## src/hdl/salc_pkg.sv

```systemverilog
// Shared types, constants and helpers for the set-associative LRU cache model.
// No dependencies; every other file of the block but salc_ram imports this package.
`default_nettype none

package salc_pkg;

	// Geometry
	localparam int SET_BITS_MAX = 6;
	localparam int WAYS_MAX     = 8;
	localparam int SETS         = 1 << SET_BITS_MAX;
	localparam int SET_IDX_W    = SET_BITS_MAX;
	localparam int WAY_IDX_W    = (WAYS_MAX > 1) ? $clog2(WAYS_MAX) : 1;
	localparam int WAY_CNT_W    = $clog2(WAYS_MAX + 1);
	localparam int SB_W         = $clog2(SET_BITS_MAX + 1);

	// Field widths
	localparam int ADDR_W      = 64;
	localparam int TAG_W       = 62;
	localparam int STAMP_W     = 32;
	localparam int CNT_W       = 32;
	localparam int WAY_OUT_W   = 3;
	localparam int BLOCK_W     = 6;
	localparam int SHIFT_W     = 7;
	localparam int BLOCK_MAX   = 32;

	localparam logic [CNT_W-1:0] SAT_VAL = 32'hFFFF_FFFF;

	// Configuration port
	localparam int APB_AW = 4;
	localparam int APB_DW = 32;
	localparam int REG_IDX_W = 2;
	localparam logic [REG_IDX_W-1:0] REG_SET_BITS   = 2'd0;
	localparam logic [REG_IDX_W-1:0] REG_BLOCK_BITS = 2'd1;
	localparam logic [REG_IDX_W-1:0] REG_WAYS       = 2'd2;

	localparam logic [2:0] SET_BITS_RST   = 3'd1;
	localparam logic [5:0] BLOCK_BITS_RST = 6'd4;
	localparam logic [3:0] WAYS_RST       = 4'd1;

	typedef enum logic [1:0] {
		OUT_HIT   = 2'd0,
		OUT_FILL  = 2'd1,
		OUT_EVICT = 2'd2
	} outcome_t;

	// One cache line and one set row as held in memory
	typedef struct packed {
		logic               valid;
		logic [TAG_W-1:0]   tag;
		logic [STAMP_W-1:0] stamp;
	} line_t;

	typedef line_t [WAYS_MAX-1:0] row_t;

	// Clamped configuration in use
	typedef struct packed {
		logic [SB_W-1:0]      set_bits;
		logic [BLOCK_W-1:0]   block_bits;
		logic [WAY_CNT_W-1:0] ways;
	} cfg_t;

	// Lookup decision for one access
	typedef struct packed {
		logic                 hit;
		logic [WAY_IDX_W-1:0] way;
		logic                 victim_valid;
	} pick_t;

	function automatic logic [CNT_W-1:0] sat_inc(input logic [CNT_W-1:0] v);
		return (v == SAT_VAL) ? SAT_VAL : v + 1'b1;
	endfunction

endpackage

`default_nettype wire

```

## src/hdl/salc_cfg.sv

```systemverilog
// APB-style configuration registers and clamping of the values in use.
// Depends on salc_pkg.
`default_nettype none

module salc_cfg (
	input  logic                        clk,
	input  logic                        arst_n,
	input  logic                        psel,
	input  logic                        penable,
	input  logic                        pwrite,
	input  logic [salc_pkg::APB_AW-1:0] paddr,
	input  logic [salc_pkg::APB_DW-1:0] pwdata,
	output logic [salc_pkg::APB_DW-1:0] prdata,
	output logic                        pready,
	output salc_pkg::cfg_t              cfg
);
	import salc_pkg::*;

	logic [2:0]           set_bits_q;
	logic [BLOCK_W-1:0]   block_bits_q;
	logic [3:0]           ways_q;
	logic [REG_IDX_W-1:0] reg_idx;
	logic                 wr_en;

	assign pready  = 1'b1;
	assign reg_idx = paddr[APB_AW-1:2];
	assign wr_en   = psel && penable && pwrite && pready;

	// Register writes
	always_ff @(posedge clk or negedge arst_n) begin
		if (!arst_n) begin
			set_bits_q   <= SET_BITS_RST;
			block_bits_q <= BLOCK_BITS_RST;
			ways_q       <= WAYS_RST;
		end else if (wr_en) begin
			case (reg_idx)
				REG_SET_BITS:   set_bits_q   <= pwdata[2:0];
				REG_BLOCK_BITS: block_bits_q <= pwdata[BLOCK_W-1:0];
				REG_WAYS:       ways_q       <= pwdata[3:0];
				default:        ;
			endcase
		end
	end

	// Register reads
	always_comb begin
		prdata = '0;
		case (reg_idx)
			REG_SET_BITS:   prdata = APB_DW'(set_bits_q);
			REG_BLOCK_BITS: prdata = APB_DW'(block_bits_q);
			REG_WAYS:       prdata = APB_DW'(ways_q);
			default:        prdata = '0;
		endcase
	end

	// Clamp each value into its working range
	always_comb begin
		if (set_bits_q == 3'd0) begin
			cfg.set_bits = SB_W'(1);
		end else if (int'(set_bits_q) > SET_BITS_MAX) begin
			cfg.set_bits = SB_W'(SET_BITS_MAX);
		end else begin
			cfg.set_bits = SB_W'(set_bits_q);
		end

		if (block_bits_q == '0) begin
			cfg.block_bits = BLOCK_W'(1);
		end else if (int'(block_bits_q) > BLOCK_MAX) begin
			cfg.block_bits = BLOCK_W'(BLOCK_MAX);
		end else begin
			cfg.block_bits = block_bits_q;
		end

		if (ways_q == 4'd0) begin
			cfg.ways = WAY_CNT_W'(1);
		end else if (int'(ways_q) > WAYS_MAX) begin
			cfg.ways = WAY_CNT_W'(WAYS_MAX);
		end else begin
			cfg.ways = WAY_CNT_W'(ways_q);
		end
	end

endmodule

`default_nettype wire

```

## config.mk

```make
export PLATFORM = sky130hd
export DESIGN_NAME = salc_cfg
export DESIGN_NICKNAME = d
export VERILOG_FILES = /design/src/hdl/salc_pkg.sv /design/src/hdl/salc_cfg.sv
export SDC_FILE = /design/constraint.sdc
export NUM_CORES = 1
export LEC_CHECK = 0
export ABC_AREA = 1
export BUFFER_PORTS_ARGS = -buffer_cell sky130_fd_sc_hd__buf_4
export CORE_MARGIN = 2
export CORE_UTILIZATION = 40
export CTS_BUF_LIST = sky130_fd_sc_hd__clkbuf_4 sky130_fd_sc_hd__clkbuf_8
export CTS_CLUSTER_SIZE = 14
export DETAILED_ROUTE_END_ITERATION = 10
export GPL_ROUTABILITY_DRIVEN = 0
export PLACE_DENSITY = 0.85
export SYNTH_ARGS = -nofsm -noshare
export SYNTH_HDL_FRONTEND = slang
export SYNTH_SLANG_ARGS = --single-unit
export TNS_END_PERCENT = 30
```

## constraint.sdc

```tcl
create_clock -name clk -period 2.4 [get_ports clk]
set_clock_uncertainty 0.2 [all_clocks]
set_input_delay 0.24 -clock clk [delete_from_list [all_inputs] [get_ports clk]]
set_output_delay 0.24 -clock clk [all_outputs]
set_load 0.005 [all_outputs]
```

==> results.sh <==
export IMPL_period_share_pct=69.2
export IMPL_cp_start_kind="flip-flop"
export IMPL_hold_path_class="primary input to flip-flop"
export IMPL_p_leak_nw=0.699
export IMPL_crit_type="flip-flop to primary output"
export IMPL_cp_max_fo=3
export IMPL_h_tree_depth=1
export IMPL_fillers=239
export IMPL_vias_per_cell=4.12
export IMPL_synth_top_area_share_pct=25.6
export IMPL_synth_area_per_cell_um2=7.03
export IMPL_pin_count=87
export IMPL_synthTopCellsByArea="dfrtp_1 26%, buf_4 21%, nand2_1 20%, dfstp_2 8.1%, inv_1 4.2%"
export IMPL_grtUsageMet3_pct=2.54
export IMPL_max_cap_viol_count=0
export IMPL_syn_inst=139
export IMPL_fin_crit_ns=1.66
export IMPL_cts_resized=0
export IMPL_grt_max_degree=14
export IMPL_busiest_layer="met2"
export IMPL_fp_dieArea_um2=2850
export IMPL_finalSetupViolCount=0
export IMPL_ctsHoldBuffers=7
export IMPL_synth_warnings=0
export IMPL_arrival_ns=1.22
export IMPL_rsz0062_at_grt="no"
export IMPL_insertion_delay_ns=0.27
export IMPL_path_clk_slew_ns=0.08
export IMPL_post_dp_hpwl_um=1530
export IMPL_syn_to_final_growth_pct=25.0
export IMPL_regArea_um2=329
export IMPL_drtIter0Drc=18
export IMPL_core_um2=2250
export IMPL_cts_setup_buffers=0
export IMPL_drv_slew=0
export IMPL_use_met2_pct=24.5
export IMPL_antenna_found_initial=0
export IMPL_nets=217
export IMPL_dr_pass1_iters=4
export IMPL_initial_core_util_pct=43.3
export IMPL_wire_per_inst_um=9.33
export IMPL_postRouteAntennaNets=0
export IMPL_cts_sinks=13
export IMPL_grt_use_met1_pct=19.6
export IMPL_grt_pass1_vias=758
export IMPL_timing_fmax_mhz=602
export IMPL_total_power_uw=732
export IMPL_fp_dieH_um=53.4
export IMPL_synth_area_um2=977
export IMPL_end_kind="primary output"
export IMPL_power_density_nw_per_um2=600
export IMPL_status="completed"
export IMPL_layout_core_utilization_pct=54.2
export IMPL_seq_area_frac_synth_pct=33.7
export IMPL_yosysTopAreaCell="dfrtp_1"
export IMPL_cp_required_ns=1.96
export IMPL_drive_gt1_share_pct=28.0
export IMPL_drc_errors=0
export IMPL_vias=836
export IMPL_dieWidth_um=53.4
export IMPL_synth_seq_cells=13
export IMPL_overflow=0
export IMPL_ir_worst_vdd_mv=0.283
export IMPL_cts_tree="done"
export IMPL_antenna_cells=0
export IMPL_synthDistinctLibCells=18
export IMPL_port_buffers=31
export IMPL_cts_buffer_depth=2
export IMPL_hold_viol=0
export IMPL_multi_input_area_um2=472
export IMPL_whs_ns=0.110
export IMPL_cts_buffers_inserted=3
export IMPL_grt_pass1_wl_um=3110
export IMPL_grt_use_total_pct=15.1
export IMPL_core_rowCount=17
export IMPL_routed_wl_um=1900
export IMPL_root_buffer="clkbuf_4"
export IMPL_fin_tns_setup_ns=0
## worst max-delay path, stage by stage (launching register included)
cell and delay, ns:
dfstp_2 0.54, inv_1 0.07, o211ai_1 0.20, buf_4 0.14
## placed cells by master (no fill, tap or decap)
master | synthesis | routed
nand3_1 | 2 | 2
nor2_1 | 8 | 8
nand3_4 | 1 | 1
nand2_2 | 2 | 2
nand2_4 | 2 | 2
inv_2 | 3 | 3
dfrtp_1 | 10 | 10
dlygate4sd3_1 | 0 | 7
conb_1 | 2 | 27
clkbuf_4 | 0 | 4
nor2_4 | 2 | 2
buf_4 | 27 | 31
o211ai_1 | 3 | 3
nand2_1 | 51 | 51
nor2_2 | 1 | 1
a21oi_1 | 4 | 4
o21ai_0 | 3 | 3
inv_1 | 11 | 11
dfstp_2 | 3 | 3
## per-layer routing
metal	share of wire, %	vias up
met2	47	32
li1	-	438
met3	7.4	2
met5	0	-
met4	0.69	0
met1	44	364
## synthesized netlist by cell type
| library cell | n |
|---|---|
| conb_1 | 2 |
| inv_1 | 11 |
| o21ai_0 | 3 |
| nand2_4 | 2 |
| nand2_2 | 2 |
| nand2_1 | 51 |
| nor2_4 | 2 |
| a21oi_1 | 4 |
| dfrtp_1 | 10 |
| buf_4 | 27 |
| o211ai_1 | 3 |
| inv_2 | 3 |
| nor2_1 | 8 |
| nand3_4 | 1 |
| dfstp_2 | 3 |
| nor2_2 | 1 |
| clkbuf_1 | 4 |
| nand3_1 | 2 |
## kinds of logic after synthesis
logic type	count (synthesis)	synth area share, %
other	2	0.769
DFF	13	33.7
AOI/OAI and AO/OA	10	5.89
buffers and inverters	45	27.7
and+or+nand+nor	69	32.0
## sequential cells by signal (all words and copies together) (netlist names)
signal        count
set_bits_q        3
block_bits_q      6
ways_q            4
## through the flow
| step | instances | setup slack (ns) | area [um^2] |
|---|---|---|---|
| global route | 203 | 0.635 | 1220 |
| floorplan | 164 | 1.20 | 1070 |
| finish | 203 | 0.738 | 1220 |
| CTS | 203 | 0.723 | 1220 |
| global placement | 192 | 1.03 | 1120 |
| detailed placement | 192 | 1.03 | 1120 |
## final timing paths
| kind | from | endpoint | slack [ns] | cells past startpoint |
|---|---|---|---|---|
| max reg2reg | ways_q[0]$_DFFE_PN1P_ | ways_q[0]$_DFFE_PN1P_ | 1.50 | 2 |
| max in group asynchronous | arst_n | block_bits_q[2]$_DFFE_PN1P_ | 1.62 | 2 |
| min in group asynchronous | arst_n | set_bits_q[2]$_DFFE_PN0P_ | 0.14 | 2 |
| min reg2reg | block_bits_q[2]$_DFFE_PN1P_ | block_bits_q[2]$_DFFE_PN1P_ | 0.27 | 2 |
| max | ways_q[0]$_DFFE_PN1P_ | prdata[0] | 0.74 | 3 |
| min | paddr[3] | set_bits_q[0]$_DFFE_PN1P_ | 0.11 | 6 |
## power breakdown
part           total, mW  switching [mW]  internal, mW  leakage, nW
Sequential         0.315          0.0441         0.271        0.158
Combinational      0.271           0.129         0.142        0.522
Clock              0.145          0.0697        0.0756       0.0184
Total              0.732           0.243         0.489        0.699
## final cells by class
class                      count  share of cell area (%)
clock buffer                   4                    2.46
inverter                      14                    4.30
multi-input combinational    106                    38.6
sequential                    13                    26.9
tap                           28                    2.87
timing repair buffer          38                    24.8
Note: power is estimated with default switching activity, not from simulation.
