==> src/hdl/salc_ram.sv <==
// Generic single-port-write, single-port-read synchronous RAM, registered read.
// No dependencies.
`default_nettype none

module salc_ram #(
	parameter int DEPTH = 64,
	parameter int WIDTH = 8,
	parameter int AW    = (DEPTH > 1) ? $clog2(DEPTH) : 1
) (
	input  logic             clk,
	input  logic             we,
	input  logic [AW-1:0]    waddr,
	input  logic [WIDTH-1:0] wdata,
	input  logic             re,
	input  logic [AW-1:0]    raddr,
	output logic [WIDTH-1:0] rdata
);

	logic [WIDTH-1:0] mem [DEPTH];

	// Write port
	always_ff @(posedge clk) begin
		if (we) begin
			mem[waddr] <= wdata;
		end
	end

	// Read port, data held until the next read
	always_ff @(posedge clk) begin
		if (re) begin
			rdata <= mem[raddr];
		end
	end

endmodule

`default_nettype wire

==> config.mk <==
export PLATFORM = sky130hd
export DESIGN_NAME = salc_ram
export DESIGN_NICKNAME = d
export VERILOG_FILES = /design/src/hdl/salc_ram.sv
export SDC_FILE = /design/constraint.sdc
export NUM_CORES = 1
export LEC_CHECK = 0
export ABC_AREA = 0
export BUFFER_PORTS_ARGS = -buffer_cell sky130_fd_sc_hd__buf_2
export CAP_MARGIN = 25
export CORE_UTILIZATION = 42
export CTS_CLUSTER_DIAMETER = 50
export DETAILED_ROUTE_END_ITERATION = 7
export REMOVE_ABC_BUFFERS = 1
export SKIP_CTS_REPAIR_TIMING = 1
export SYNTH_ARGS = -nofsm -noshare
export SYNTH_HDL_FRONTEND = slang
export SYNTH_SLANG_ARGS = --single-unit
export TNS_END_PERCENT = 1
==> constraint.sdc <==
create_clock -name clk -period 1.7 [get_ports clk]
set_input_delay 0.085 -clock clk [delete_from_list [all_inputs] [get_ports clk]]
set_output_delay 0.085 -clock clk [all_outputs]
set_load 0.005 [all_outputs]
==> metrics.yaml, run 1 <==
finish:
  area_growth_pct: 20.39
  layout_common_cells: "520 x edfxtp_1, 150 x buf_4, 126 x mux4_2"
  fin_area_um2: 24380
  fin_util: 0.5116
  layout-drive-gt1-share: 0.3620
  nets: 1175
  fill_cells: 3776
  fin_cells: 1811
  layout_commonest_cell: "edfxtp_1"
  insertedDiodeCount: 0
route:
  wl_met3_um: 2411
  drcViolationCount: 1
  drt-vias-per-instance: 5.529
  wl_met2_um: 22000
  highest_layer: "met4"
  wirelength_um: 45800
  drtIter0Drc: 961
  final_antenna_net_count: 0
  m1WireLength_um: 20420
  avgRoutedWirePerCell_um: 25.29
  vias: 10010
  firstDrtPassIters: 7
timing:
  setup_tns_ps: -1953
  fin_crit_ps: 2008
  worstMarginPinSlew_ps: 735.2
  clock.fmax_mhz: 498.1
  whs_ps: 36.89
  setup-violations-final: 8
  post-route-period-util: 1.181
  hold_violations: 0
  slew_viol_final: 0
  relSlewSlack: 0.5098
  fin_skew_ps: 27.93
  grt_setup_unrepaired: "true"
  worst_slack_ps: -307.7
power:
  p_leak_nw: 7.972
  switchingPower_mw: 5.683
  vdd_drop_max_mv: 0.6750
  power.density_nw_per_um2: 1130
  p_comb_frac: 0.057
  p_seq_frac: 0.517
  intPower_mw: 21.87
  pwr-share-clk: 0.426
  switching_share: 0.2063
  p_total_mw: 27.55
worst_setup_path:
  worst_setup_path_end_kind: "flip-flop"
  r2r_cells: 5
  startpoint_type: "flip-flop"
  worst-path-max-fanout: 1
  arrival_ps: 2330
  critPathKind: "reg2reg"
  worstPathRequired_ps: 2030
clock_network:
  htree_num_levels: 2
  clk_pin_slew_ps: 60
  root_buffer: "clkbuf_16"
  insertion_delay_ps: 600
  cts.sinks: 520
  cts_inserted_buffers: 53
  cts_buffer_depth: 3
  cts_tree: "done"
job:
  drv_cap: 0
hold_path:
  holdPathStages: 1
  min_path_type: "in2reg"
floorplan:
  core_um2: 47650
  die_area_um2: 49090
  num_io_pins: 31
  die_h_um: 221.6
  chipWidth_um: 221.6
  initial_core_util: 0.4249
  row_count: 80
logic_synthesis:
  ys_warn_count: 0
  netlist_area_um2: 20250
  avgSynthCellArea_um2: 21.54
  synth_cell_type_count: 39
  syn_inst: 940
  synth-seq-cells: 520
  ys_seq_area_frac: 0.7712
place:
  placed_area_um2: 22440
  gp_congestion: 0.8142
  pre_cts_slack_ps: -712.1
  detailed_place_hpwl_um: 29750
  io_buffer_count: 30
  dp.cells: 1705
global_route:
  grt_pass1_vias: 10210
  antenna_found_initial: 0
  overflow: 0
  grt_max_degree: 65
  grt_usage: 0.1911
  grt_first_pass_wirelength_um: 68450
status:
  outcome: "finished, violations left"
  violations: "design-rule violations, negative setup slack"
cells by family after synthesis:
logic type,after synthesis,share of synthesized area
compound gates,54,0.02064
buf+inv,51,0.01563
flops,520,0.7712
mux,162,0.1588
simple gates,153,0.03374
sequential cells by signal, summed over array words and instances (netlist names):
name	flops
mem	512
rdata	8
metal layers:
metal | global-route usage | vias up
met4 | 0.05892 | 0
met5 | 0 | -
met1 | 0.2787 | 5281
li1 | - | 4376
met3 | 0.02558 | 57
met2 | 0.3016 | 299
worst paths after layout:
check	start	to	slack (ps)
worst max-delay path	mem[14][2]	rdata[2]	-310
worst max register to register	mem[14][2]	rdata[2]	-310
worst min register to register	mem[7][7]	rdata[7]	920
worst min-delay path	wdata[0]	mem[48][0]	40
cells in the mapped netlist:
master | count | share of area
o41ai_1 | 2 | 0.00087
buf_6 | 4 | 0.0022
o2111ai_1 | 3 | 0.0013
nor2_1 | 83 | 0.015
a2111oi_0 | 2 | 0.00087
edfxtp_1 | 520 | 0.77
nand3b_1 | 3 | 0.0011
nor2b_1 | 14 | 0.0043
o22ai_1 | 8 | 0.0025
a221oi_1 | 6 | 0.0026
o21a_1 | 2 | 0.00074
a31oi_1 | 1 | 0.00031
nor4_1 | 2 | 0.00062
nand3_1 | 13 | 0.0032
a211oi_1 | 4 | 0.0015
and2_1 | 1 | 0.00031
buf_2 | 11 | 0.0027
buf_1 | 4 | 0.00074
mux2_2 | 13 | 0.0072
o21ai_1 | 2 | 0.00049
nand2b_1 | 7 | 0.0022
mux4_2 | 126 | 0.14
nor3_1 | 7 | 0.0017
o32ai_1 | 2 | 0.00087
a22oi_1 | 3 | 0.0011
a21oi_1 | 3 | 0.00074
o221a_2 | 2 | 0.0011
o21ai_0 | 2 | 0.00049
nand4_1 | 2 | 0.00062
o2bb2ai_1 | 3 | 0.0013
nand2_1 | 19 | 0.0035
nand4b_1 | 1 | 0.00043
or3_1 | 1 | 0.00031
o221ai_1 | 8 | 0.0035
buf_4 | 13 | 0.0048
o311ai_1 | 1 | 0.00043
clkbuf_1 | 17 | 0.0032
buf_12 | 2 | 0.0020
mux2i_1 | 23 | 0.011
power groups by stage:
stage / logic [mW] / registers [mW] / clock network, mW
final: 1.56 / 14.3 / 11.7
after detailed placement: 1.53 / 14.5 / 0
after floorplan: 0.550 / 14.5 / 0
after global placement: 1.50 / 14.5 / 0
after CTS: 1.53 / 14.3 / 11.9
after global routing: 1.67 / 14.3 / 12.4
layout make-up:
type | instances | area, µm² | area share
Tap cell | 615 | 769.5 | 0.03157
Multi-Input combinational cell | 369 | 4425 | 0.1816
Timing Repair Buffer | 208 | 1805 | 0.07407
Clock inverter | 36 | 354.1 | 0.01453
Clock buffer | 63 | 1406 | 0.05769
Sequential cell | 520 | 15620 | 0.6406
worst max-delay path: stages, from the launching register on:
cell and delay, ps:
edfxtp_1 400, mux4_2 470, mux4_2 530, nor2_4 140, nor3_2 60, o2bb2ai_2 140
No activity file was read; power rests on OpenSTA's default activity.
==> inputs of run 2 (changes only) <==
--- a/config.mk
+++ b/config.mk
@@ -11,6 +11,7 @@
 export CORE_UTILIZATION = 42
 export CTS_CLUSTER_DIAMETER = 50
 export DETAILED_ROUTE_END_ITERATION = 7
+export HOLD_SLACK_MARGIN = 0.12
 export REMOVE_ABC_BUFFERS = 1
 export SKIP_CTS_REPAIR_TIMING = 1
 export SYNTH_ARGS = -nofsm -noshare
==> run 2 against run 1 <==
The flow still finishes with violations (design-rule violations, negative setup slack). Register-to-register slack hardly changed. Cell area grew 0.12%. Sequential cell count did not move. Die area is the same. Fmax grew 0.24%. Worst setup slack better by 4.9 ps. First-iteration DRC count decreased by 0.52%. Non-clock buffer count up 3. Count of clock-buffer cells in the layout is the same. Clock skew barely moved. Clock power barely moved. Global-route usage is the same.
==> metrics.yaml, run 2 (synthesized netlist as in run 1, its figures left out) <==
global_route:
  antenna_found_initial: 0
  grt_pass1_vias: 10210
  grt_max_degree: 65
  grt_first_pass_wirelength_um: 68450
  grt_usage: 0.1911
  overflow: 0
place:
  gp_congestion: 0.8142
  detailed_place_hpwl_um: 29750
  io_buffer_count: 30
clock_network:
  root_buffer: "clkbuf_16"
  cts_buffer_depth: 3
  cts.sinks: 520
  cts_tree: "done"
  htree_num_levels: 2
  clk_pin_slew_ps: 60
  cts_inserted_buffers: 53
  insertion_delay_ps: 600
route:
  avgRoutedWirePerCell_um: 25.30
  wl_met2_um: 22000
  wl_met3_um: 2420
  vias: 10020
  drtIter0Drc: 956
  final_antenna_net_count: 0
  drt-vias-per-instance: 5.522
  wirelength_um: 45900
  m1WireLength_um: 20410
  drcViolationCount: 1
  highest_layer: "met4"
  firstDrtPassIters: 7
floorplan:
  core_um2: 47650
  die_area_um2: 49090
  num_io_pins: 31
  die_h_um: 221.6
  row_count: 80
  initial_core_util: 0.4249
  chipWidth_um: 221.6
timing:
  whs_ps: 116.5
  post-route-period-util: 1.178
  setup-violations-final: 8
  slew_viol_final: 0
  worst_slack_ps: -302.8
  relSlewSlack: 0.5105
  worstMarginPinSlew_ps: 734.3
  hold_violations: 0
  clock.fmax_mhz: 499.3
  fin_crit_ps: 2003
  fin_skew_ps: 28.30
  grt_setup_unrepaired: "true"
power:
  p_total_mw: 27.56
  p_leak_nw: 7.985
  pwr-share-clk: 0.426
  switching_share: 0.2064
  power.density_nw_per_um2: 1129
  intPower_mw: 21.87
  p_seq_frac: 0.517
  vdd_drop_max_mv: 0.6743
  p_comb_frac: 0.057
  switchingPower_mw: 5.688
worst_setup_path:
  worst-path-max-fanout: 1
  critPathKind: "reg2reg"
  startpoint_type: "flip-flop"
  arrival_ps: 2330
  crit_path_cell_trace: "mux4_2 -> mux4_2 -> nor2_4 -> nor3_2 -> o2bb2ai_2"
  slowest_delay_ps: 530
  crit_slowest_cell: "mux4_2"
  worst_setup_path_end_kind: "flip-flop"
  worstPathRequired_ps: 2030
  crit_top_cell: "mux4_2"
finish:
  insertedDiodeCount: 0
  fin_util: 0.5122
  regMostFlops: "mem"
  layout_commonest_cell: "edfxtp_1"
  area_growth_pct: 20.54
  largest_reg_flops: 512
  fill_cells: 3777
  layout_common_cells: "520 x edfxtp_1, 150 x buf_4, 126 x mux4_2"
  layout-drive-gt1-share: 0.3611
  nets: 1178
  largestRegisters: "mem: 512 flops, rdata: 8 flops"
hold_path:
  min_path_type: "in2reg"
job:
  drv_cap: 0
status:
  outcome: "finished, violations left"
  violations: "design-rule violations, negative setup slack"
-- run 2: final timing paths --
| kind | start | endpoint | slack, ps | cells past startpoint |
|---|---|---|---|---|
| min | waddr[2] | mem[48][3] | 120 | 3 |
| max | mem[14][2] | rdata[2] | -300 | 5 |
| max reg2reg | mem[14][2] | rdata[2] | -300 | 5 |
| min reg2reg | mem[26][4] | rdata[4] | 920 | 3 |
-- run 2: layout make-up --
type,count,area [µm²],share of cell area
Timing Repair Buffer,211,1836,0.07521
Tap cell,615,769.5,0.03153
Clock buffer,63,1406,0.05762
Clock inverter,36,354.1,0.01451
Sequential cell,520,15620,0.6398
Multi-Input combinational cell,369,4425,0.1813
-- run 2: through the flow --
stage	worst slack (ps)	cell area [µm²]	cells	TNS, ps
after floorplan	-122.7	19930	889	-357.9
after global placement	-682.9	22400	1703	-4826
after detailed placement	-712.1	22440	1705	-4870
after CTS	-497.4	24200	1804	-2783
after global routing	-351.9	24410	1814	-2274
final	-302.8	24410	1814	-1949
-- run 2: worst max-delay path, delay by kind of cell, from the launching register on --
family	cells	cell delay (ps)
AOI/OAI and AO/OA	1	140
muxes	2	1000
DFF	1	400
and+or+nand+nor	2	200
-- run 2: power groups by stage --
| stage | registers [mW] | logic, mW | clock network, mW |
|---|---|---|---|
| 3_3_place_gp | 14.5 | 1.50 | 0 |
| 4_1_cts | 14.3 | 1.53 | 11.9 |
| 6_report | 14.3 | 1.57 | 11.7 |
| 5_1_grt | 14.3 | 1.68 | 12.4 |
| 3_5_place_dp | 14.5 | 1.53 | 0 |
| 2_1_floorplan | 14.5 | 0.550 | 0 |
-- run 2: routing by layer --
layer	vias up	global-route usage
met2	263	0.3016
met3	67	0.02558
met4	0	0.05892
met5	-	0
li1	4379	-
met1	5308	0.2787
