==> config.mk <==
export PLATFORM = sky130hd
export DESIGN_NAME = salc_pick
export DESIGN_NICKNAME = d
export VERILOG_FILES = /design/src/hdl/salc_pkg.sv /design/src/hdl/salc_pick.sv
export SDC_FILE = /design/constraint.sdc
export NUM_CORES = 1
export LEC_CHECK = 0
export BUFFER_PORTS_ARGS = -buffer_cell sky130_fd_sc_hd__buf_2
export CORE_AREA = 8 8 316 318
export DETAILED_ROUTE_END_ITERATION = 10
export DIE_AREA = 0 0 324 326
export SLEW_MARGIN = 20
export SYNTH_ARGS = -nofsm -noshare
export SYNTH_HDL_FRONTEND = slang
export SYNTH_SLANG_ARGS = --single-unit
export TNS_END_PERCENT = 20
==> constraint.sdc <==
create_clock -name vclk -period 13.41
set_input_delay 2.0115 -clock vclk [all_inputs]
set_output_delay 2.0115 -clock vclk [all_outputs]
set_load 0.03 [all_outputs]
==> src/hdl/salc_pkg.sv <==
// Shared types, constants and helpers for the set-associative LRU cache model.
// No dependencies; every other file of the block but salc_ram imports this package.
`default_nettype none

package salc_pkg;

	// Geometry
	localparam int SET_BITS_MAX = 6;
	localparam int WAYS_MAX     = 8;
	localparam int SETS         = 1 << SET_BITS_MAX;
	localparam int SET_IDX_W    = SET_BITS_MAX;
	localparam int WAY_IDX_W    = (WAYS_MAX > 1) ? $clog2(WAYS_MAX) : 1;
	localparam int WAY_CNT_W    = $clog2(WAYS_MAX + 1);
	localparam int SB_W         = $clog2(SET_BITS_MAX + 1);

	// Field widths
	localparam int ADDR_W      = 64;
	localparam int TAG_W       = 62;
	localparam int STAMP_W     = 32;
	localparam int CNT_W       = 32;
	localparam int WAY_OUT_W   = 3;
	localparam int BLOCK_W     = 6;
	localparam int SHIFT_W     = 7;
	localparam int BLOCK_MAX   = 32;

	localparam logic [CNT_W-1:0] SAT_VAL = 32'hFFFF_FFFF;

	// Configuration port
	localparam int APB_AW = 4;
	localparam int APB_DW = 32;
	localparam int REG_IDX_W = 2;
	localparam logic [REG_IDX_W-1:0] REG_SET_BITS   = 2'd0;
	localparam logic [REG_IDX_W-1:0] REG_BLOCK_BITS = 2'd1;
	localparam logic [REG_IDX_W-1:0] REG_WAYS       = 2'd2;

	localparam logic [2:0] SET_BITS_RST   = 3'd1;
	localparam logic [5:0] BLOCK_BITS_RST = 6'd4;
	localparam logic [3:0] WAYS_RST       = 4'd1;

	typedef enum logic [1:0] {
		OUT_HIT   = 2'd0,
		OUT_FILL  = 2'd1,
		OUT_EVICT = 2'd2
	} outcome_t;

	// One cache line and one set row as held in memory
	typedef struct packed {
		logic               valid;
		logic [TAG_W-1:0]   tag;
		logic [STAMP_W-1:0] stamp;
	} line_t;

	typedef line_t [WAYS_MAX-1:0] row_t;

	// Clamped configuration in use
	typedef struct packed {
		logic [SB_W-1:0]      set_bits;
		logic [BLOCK_W-1:0]   block_bits;
		logic [WAY_CNT_W-1:0] ways;
	} cfg_t;

	// Lookup decision for one access
	typedef struct packed {
		logic                 hit;
		logic [WAY_IDX_W-1:0] way;
		logic                 victim_valid;
	} pick_t;

	function automatic logic [CNT_W-1:0] sat_inc(input logic [CNT_W-1:0] v);
		return (v == SAT_VAL) ? SAT_VAL : v + 1'b1;
	endfunction

endpackage

`default_nettype wire

==> src/hdl/salc_pick.sv <==
// Way selection for one set row: tag match across the ways and LRU victim
// search through a small comparison tree. Depends on salc_pkg.
`default_nettype none

module salc_pick (
	input  salc_pkg::row_t                  row,
	input  logic [salc_pkg::TAG_W-1:0]      tag,
	input  logic [salc_pkg::WAY_CNT_W-1:0]  ways,
	output salc_pkg::pick_t                 pick
);
	import salc_pkg::*;

	localparam int LEAVES = 1 << WAY_IDX_W;

	logic                 hit;
	logic [WAY_IDX_W-1:0] hit_way;
	logic [STAMP_W:0]     node_key [1:2*LEAVES-1];
	logic [WAY_IDX_W-1:0] node_way [1:2*LEAVES-1];
	logic [WAY_IDX_W-1:0] victim;

	// Tag match, lowest matching way wins
	always_comb begin
		hit     = 1'b0;
		hit_way = '0;
		for (int w = WAYS_MAX - 1; w >= 0; w--) begin
			if (w < int'(ways) && row[w].valid && row[w].tag == tag) begin
				hit     = 1'b1;
				hit_way = WAY_IDX_W'(w);
			end
		end
	end

	// Minimum stamp; ways not in use rank last, left side wins a tie
	always_comb begin
		for (int i = 0; i < LEAVES; i++) begin
			node_way[LEAVES + i] = WAY_IDX_W'(i);
			if (i < WAYS_MAX && i < int'(ways)) begin
				node_key[LEAVES + i] = {1'b0, row[i].stamp};
			end else begin
				node_key[LEAVES + i] = '1;
			end
		end
		for (int n = LEAVES - 1; n >= 1; n--) begin
			if (node_key[2*n+1] < node_key[2*n]) begin
				node_key[n] = node_key[2*n+1];
				node_way[n] = node_way[2*n+1];
			end else begin
				node_key[n] = node_key[2*n];
				node_way[n] = node_way[2*n];
			end
		end
		victim = node_way[1];
	end

	assign pick.hit          = hit;
	assign pick.way          = hit ? hit_way : victim;
	assign pick.victim_valid = row[victim].valid;

endmodule

`default_nettype wire
==> run_results.csv, run 1 <==
group,metric,value,unit
synth,ys_types,80,
timing,fin_ws,428,ps
routing,firstDrtPassIters,6,
min_path,min_path_cells,4,
timing,max_freq,77.0,MHz
routing,vias_per_cell,5.25,
floorplan,die_area,0.106,sq mm
synth,synth_nets,3681,
placed_design,place_inst,4650,
placed_design,port_buffers,831,
finish,finish.net_count,4451,
placed_design,gp_congestion,0.986,
run_status,status,"finished, final reports clean",
routing,routedWlPerCell,31.4,um
floorplan,rows,113,
power_and_ir_drop,comb_power_share,100.0,%
timing,min_period,12980,ps
clock_network,cts-hold-fix-buffers,0,
finish,final_cells,4691,
power_and_ir_drop,power.share.sequential,0,%
power_and_ir_drop,netSwitchingFraction,62.5,%
worst_setup_path,cp_max_fo,34,
worst_setup_path,crit_type,"in2out",
power_and_ir_drop,power.leakage,10.4,nW
timing,setup_violations,0,
synth,synthCells,2632,
power_and_ir_drop,p_total,1.42,mW
finish,n_sequential_cell,0,
routing,drt_wl_total,147000,um
worst_setup_path,cpMostUsedCell,"a21o_1",
routing,drtIter0Drc,2934,
timing,relSlewSlack,24.3,%
worst_setup_path,crit_path_max_incr_delay,500,ps
synth,ys_seq_area_share,0,%
routing,drc,0,
floorplan,start_util,18.2,%
worst_setup_path,crit_arrival,10970,ps
routing,postRouteAntennaNets,0,
floorplan,num_io_pins,831,
timing,tns,0,ps
placed_design,dp_hpwl,126000,um
power_and_ir_drop,p_clk_share,0,%
power_and_ir_drop,p_per_area,60.9,mW/mm^2
global_routing,grt_pass1_wl,194000,um
timing,fin_hold_ws,4780,ps
worst_setup_path,required,11400,ps
timing,hold_viol_final,0,
global_routing,grt-ovfl-total,0,
synth,syn_area,0.0172,sq mm
power_and_ir_drop,p_int,0.531,mW
finish,area_growth,35.3,%
finish,design_area,0.0232,sq mm
worst_setup_path,cp_slowest_cell,"a311o_2",
global_routing,grt_pass1_vias,25000,
routing,vias,24600,
floorplan,core_area,0.0944,sq mm
global_routing,grt.total_usage,25.9,%
min_path,hp-class,"in2out",
finish,final_common_cell,"buf_2",
power_and_ir_drop,ir_worst_vdd,37.0,uV
worst_setup_path,start_kind,"input pin",
finish,final.clkbuf_count,0,
global_routing,antenna_found_initial,43,
floorplan,die_w,324,um
timing,slew_viol_final,0,
run,maxCapViolations,0,
placed_design,pre_cts_ws,-206,ps
floorplan,fp.dieH,326,um
timing,worstMarginPinSlew,1120,ps
timing,post-route-period-util,96.8,%
finish,drive_gt1_share,29.5,%
worst_setup_path,cp-end-kind,"primary output",
synth,ys_warn_count,0,
finish,regArea,0,sq um
global_routing,grt_max_degree,68,
synth,synth_area_per_cell,6.53,sq um
power_and_ir_drop,p_sw,0.884,mW
finish,post-route-util,24.6,%
placed_design,placed_area,0.0230,sq mm
finish,most-common-layout-cells,"buf_2 (831), nor2_1 (386), ha_1 (223)",
## metal layers
| layer | routed length, um | GRT usage (%) | up-vias |
|---|---|---|---|
| li1 | - | - | 11000 |
| met1 | 51700 | 28.3 | 11400 |
| met2 | 70300 | 45.4 | 1714 |
| met3 | 13600 | 5.57 | 412 |
| met4 | 11700 | 16.1 | 10 |
| met5 | 66 | 0 | - |
## path summary, 6_finish.rpt
path	start	endpoint	slack (ps)
worst max-delay path	ways[2]	pick[2]	430
worst min-delay path	row[759]	pick[0]	4780
## power groups by stage
stage               combinational [mW]   clock [mW]  sequential [mW]
global route                      1.53  0.000000141                0
floorplan                        0.794            0                0
finish                            1.42  0.000000157                0
detailed placement                1.37            0                0
global placement                  1.37            0                0
CTS                               1.38            0                0
## layout make-up
class | instances | area (sq um)
inverters | 169 | 634
fillers | 10900 | 71200
well taps | 1265 | 1580
multi-input cells | 2331 | 16200
diodes | 26 | 65.1
repair buffers | 900 | 4760
## cell usage after synthesis (all sizes together) (27+ instances only)
master	instances	area [sq um]
nand2	152	571
nor2b	70	438
nor2	390	1460
a21oi	144	721
mux2	65	736
xnor2	180	1580
ha	223	2790
nor4	108	676
nor3	139	696
clkbuf	114	428
xor2	197	1730
o21ai	74	370
nand4	134	845
nand2b	95	594
a21o	27	203
inv	166	623
nand3	58	290
## worst max-delay path: cells and delay by family
kind	cells	cell delay [ps]
fa+ha+maj	3	870
compound gates	22	5640
buf+inv	6	1280
simple gates	6	1110
## cells by family (layout without fill, tap and decap cells)
group                    count (synthesis)  in the layout  synth area share, %
XOR/XNOR                               377            377                 19.2
AO/OA/AOI/OAI                          401            402                 15.2
multiplexers                            71             71                 4.63
AND/OR/NAND/NOR                       1258           1258                 37.9
buffers and inverters                  302           1069                 6.76
other                                    0             26                    0
adder cells (fa/ha/maj)                223            223                 16.2
## timing repair
item,4_1_cts,5_1_grt
setup buffers,0,13
endpoints found under the setup margin,2,4
endpoints found under the hold margin,0,0
gates cloned,0,2
resized for setup,2,13
pin swaps,0,4
Power figures use the tool's default switching activity.
==> run 2: changes to the inputs <==
--- a/config.mk
+++ b/config.mk
@@ -9,6 +9,7 @@
 export CORE_AREA = 8 8 316 318
 export DETAILED_ROUTE_END_ITERATION = 10
 export DIE_AREA = 0 0 324 326
+export RECOVER_POWER = 100
 export SLEW_MARGIN = 20
 export SYNTH_ARGS = -nofsm -noshare
 export SYNTH_HDL_FRONTEND = slang
==> run_results.csv, run 2 (synthesized netlist as in run 1, its figures left out) <==
group,metric,value,unit
timing,post-route-period-util,96.5,%
finish,final.clkbuf_count,0,
power_and_ir_drop,netSwitchingFraction,62.4,%
power_and_ir_drop,p_clk_share,0,%
run_status,violations,"max-capacitance violations, max-slew violations",
worst_setup_path,required,11400,ps
finish,post-route-util,24.6,%
power_and_ir_drop,p_int,0.531,mW
worst_setup_path,crit_type,"in2out",
worst_setup_path,cp_max_fo,34,
finish,final_common_cell,"buf_2",
routing,routedWlPerCell,31.4,um
timing,hold_viol_final,0,
timing,worstMarginPinSlew,2090,ps
worst_setup_path,crit_path_max_incr_delay,480,ps
finish,area_growth,35.3,%
timing,setup_violations,0,
worst_setup_path,crit_arrival,10930,ps
finish,most-common-layout-cells,"buf_2 (828), nor2_1 (386), ha_1 (223)",
worst_setup_path,cp_slowest_cell,"o41ai_4",
routing,drtIter0Drc,2700,
placed_design,port_buffers,831,
min_path,hp-class,"in2out",
placed_design,dp_hpwl,126000,um
floorplan,rows,113,
global_routing,antenna_found_initial,43,
global_routing,grt_pass1_vias,25000,
power_and_ir_drop,p_sw,0.881,mW
power_and_ir_drop,p_per_area,60.8,mW/mm^2
placed_design,gp_congestion,0.986,
clock_network,cts-hold-fix-buffers,0,
timing,max_freq,77.3,MHz
worst_setup_path,cp-end-kind,"primary output",
global_routing,grt_pass1_wl,194000,um
finish,multi_input_area,0.0162,sq mm
finish,n_sequential_cell,0,
finish,drive_gt1_share,29.5,%
finish,num-fill-cells,10900,
routing,vias_per_cell,5.22,
power_and_ir_drop,ir_worst_vdd,36.9,uV
timing,min_period,12940,ps
routing,drt_wl_total,147000,um
run,maxCapViolations,1,
global_routing,grt_max_degree,68,
routing,drc,0,
global_routing,grt.total_usage,25.9,%
routing,firstDrtPassIters,6,
timing,slew_viol_final,12,
floorplan,fp.dieH,326,um
floorplan,die_area,0.106,sq mm
floorplan,num_io_pins,831,
power_and_ir_drop,power.share.sequential,0,%
timing,fin_ws,470,ps
floorplan,die_w,324,um
routing,postRouteAntennaNets,0,
run_status,status,"finished with violations",
power_and_ir_drop,comb_power_share,100.0,%
power_and_ir_drop,power.leakage,10.4,nW
placed_design,pre_cts_ws,-206,ps
timing,relSlewSlack,-39.6,%
worst_setup_path,start_kind,"input pin",
finish,regArea,0,sq um
worst_setup_path,cpMostUsedCell,"a21o_1",
floorplan,start_util,18.2,%
routing,vias,24500,
finish,finish.net_count,4451,
floorplan,core_area,0.0944,sq mm
global_routing,grt-ovfl-total,0,
==> run 2: cell types whose count changed in the layout (fill, tap and decap cells not counted), sizes merged <==
cell,previous run,this run
diode,26,25
buf,898,895
clkbuf,1,4
==> run 2: worst max-delay path, delay by kind of cell <==
| kind | cells | cell delay (ps) |
|---|---|---|
| buffers and inverters | 6 | 1360 |
| adders and majority gates | 3 | 870 |
| AOI/OAI and AO/OA | 22 | 5660 |
| and+or+nand+nor | 5 | 950 |
==> run 2: per-layer routing <==
layer	vias up	track usage [%]	wire, um
met1	11400	28.3	50900
met4	10	16.1	11800
met3	400	5.57	14400
met5	-	0	66
li1	11000	-	-
met2	1667	45.4	70100
==> run 2: per-stage QoR <==
| step | hold WS [ps] | instance area (sq um) | instances | power [mW] | TNS [ps] |
|---|---|---|---|---|---|
| after global placement | 4840 | 22900 | 4648 | 1.37 | -33.8 |
| final | 4770 | 23200 | 4690 | 1.41 | 0 |
| after global routing | 4840 | 23200 | 4679 | 1.53 | -3.63 |
| after floorplan | 4410 | 17200 | 2632 | 0.794 | 0 |
| after CTS | 4840 | 23000 | 4650 | 1.38 | 0 |
| after detailed placement | 4830 | 23000 | 4650 | 1.37 | -265 |
==> run 2: what timing repair did <==
item,CTS,global route
buffers inserted,0,13
gates resized for setup,2,13
pin swaps,0,4
endpoints found under the setup margin,2,4
gates cloned,0,2
==> run 2: final timing paths <==
path / startpoint / end / slack [ps] / cells after the start
hold / removal: row[759] / pick[0] / 4770 / 4
setup / recovery: ways[2] / pick[3] / 470 / 36
==> run 2: power groups by stage <==
| stage | sequential [mW] | clock, mW | combinational (mW) |
|---|---|---|---|
| final | 0 | 0.0000000686 | 1.41 |
| after global routing | 0 | 0.000000141 | 1.53 |
| after CTS | 0 | 0 | 1.38 |
| after detailed placement | 0 | 0 | 1.37 |
| after global placement | 0 | 0 | 1.37 |
| after floorplan | 0 | 0 | 0.794 |
==> run 2: area by class of cell <==
class              instances  area share (%)
diodes                    25           0.269
inverters                169            2.73
multi-input cells       2331            69.7
well taps               1265            6.81
repair buffers           900            20.5
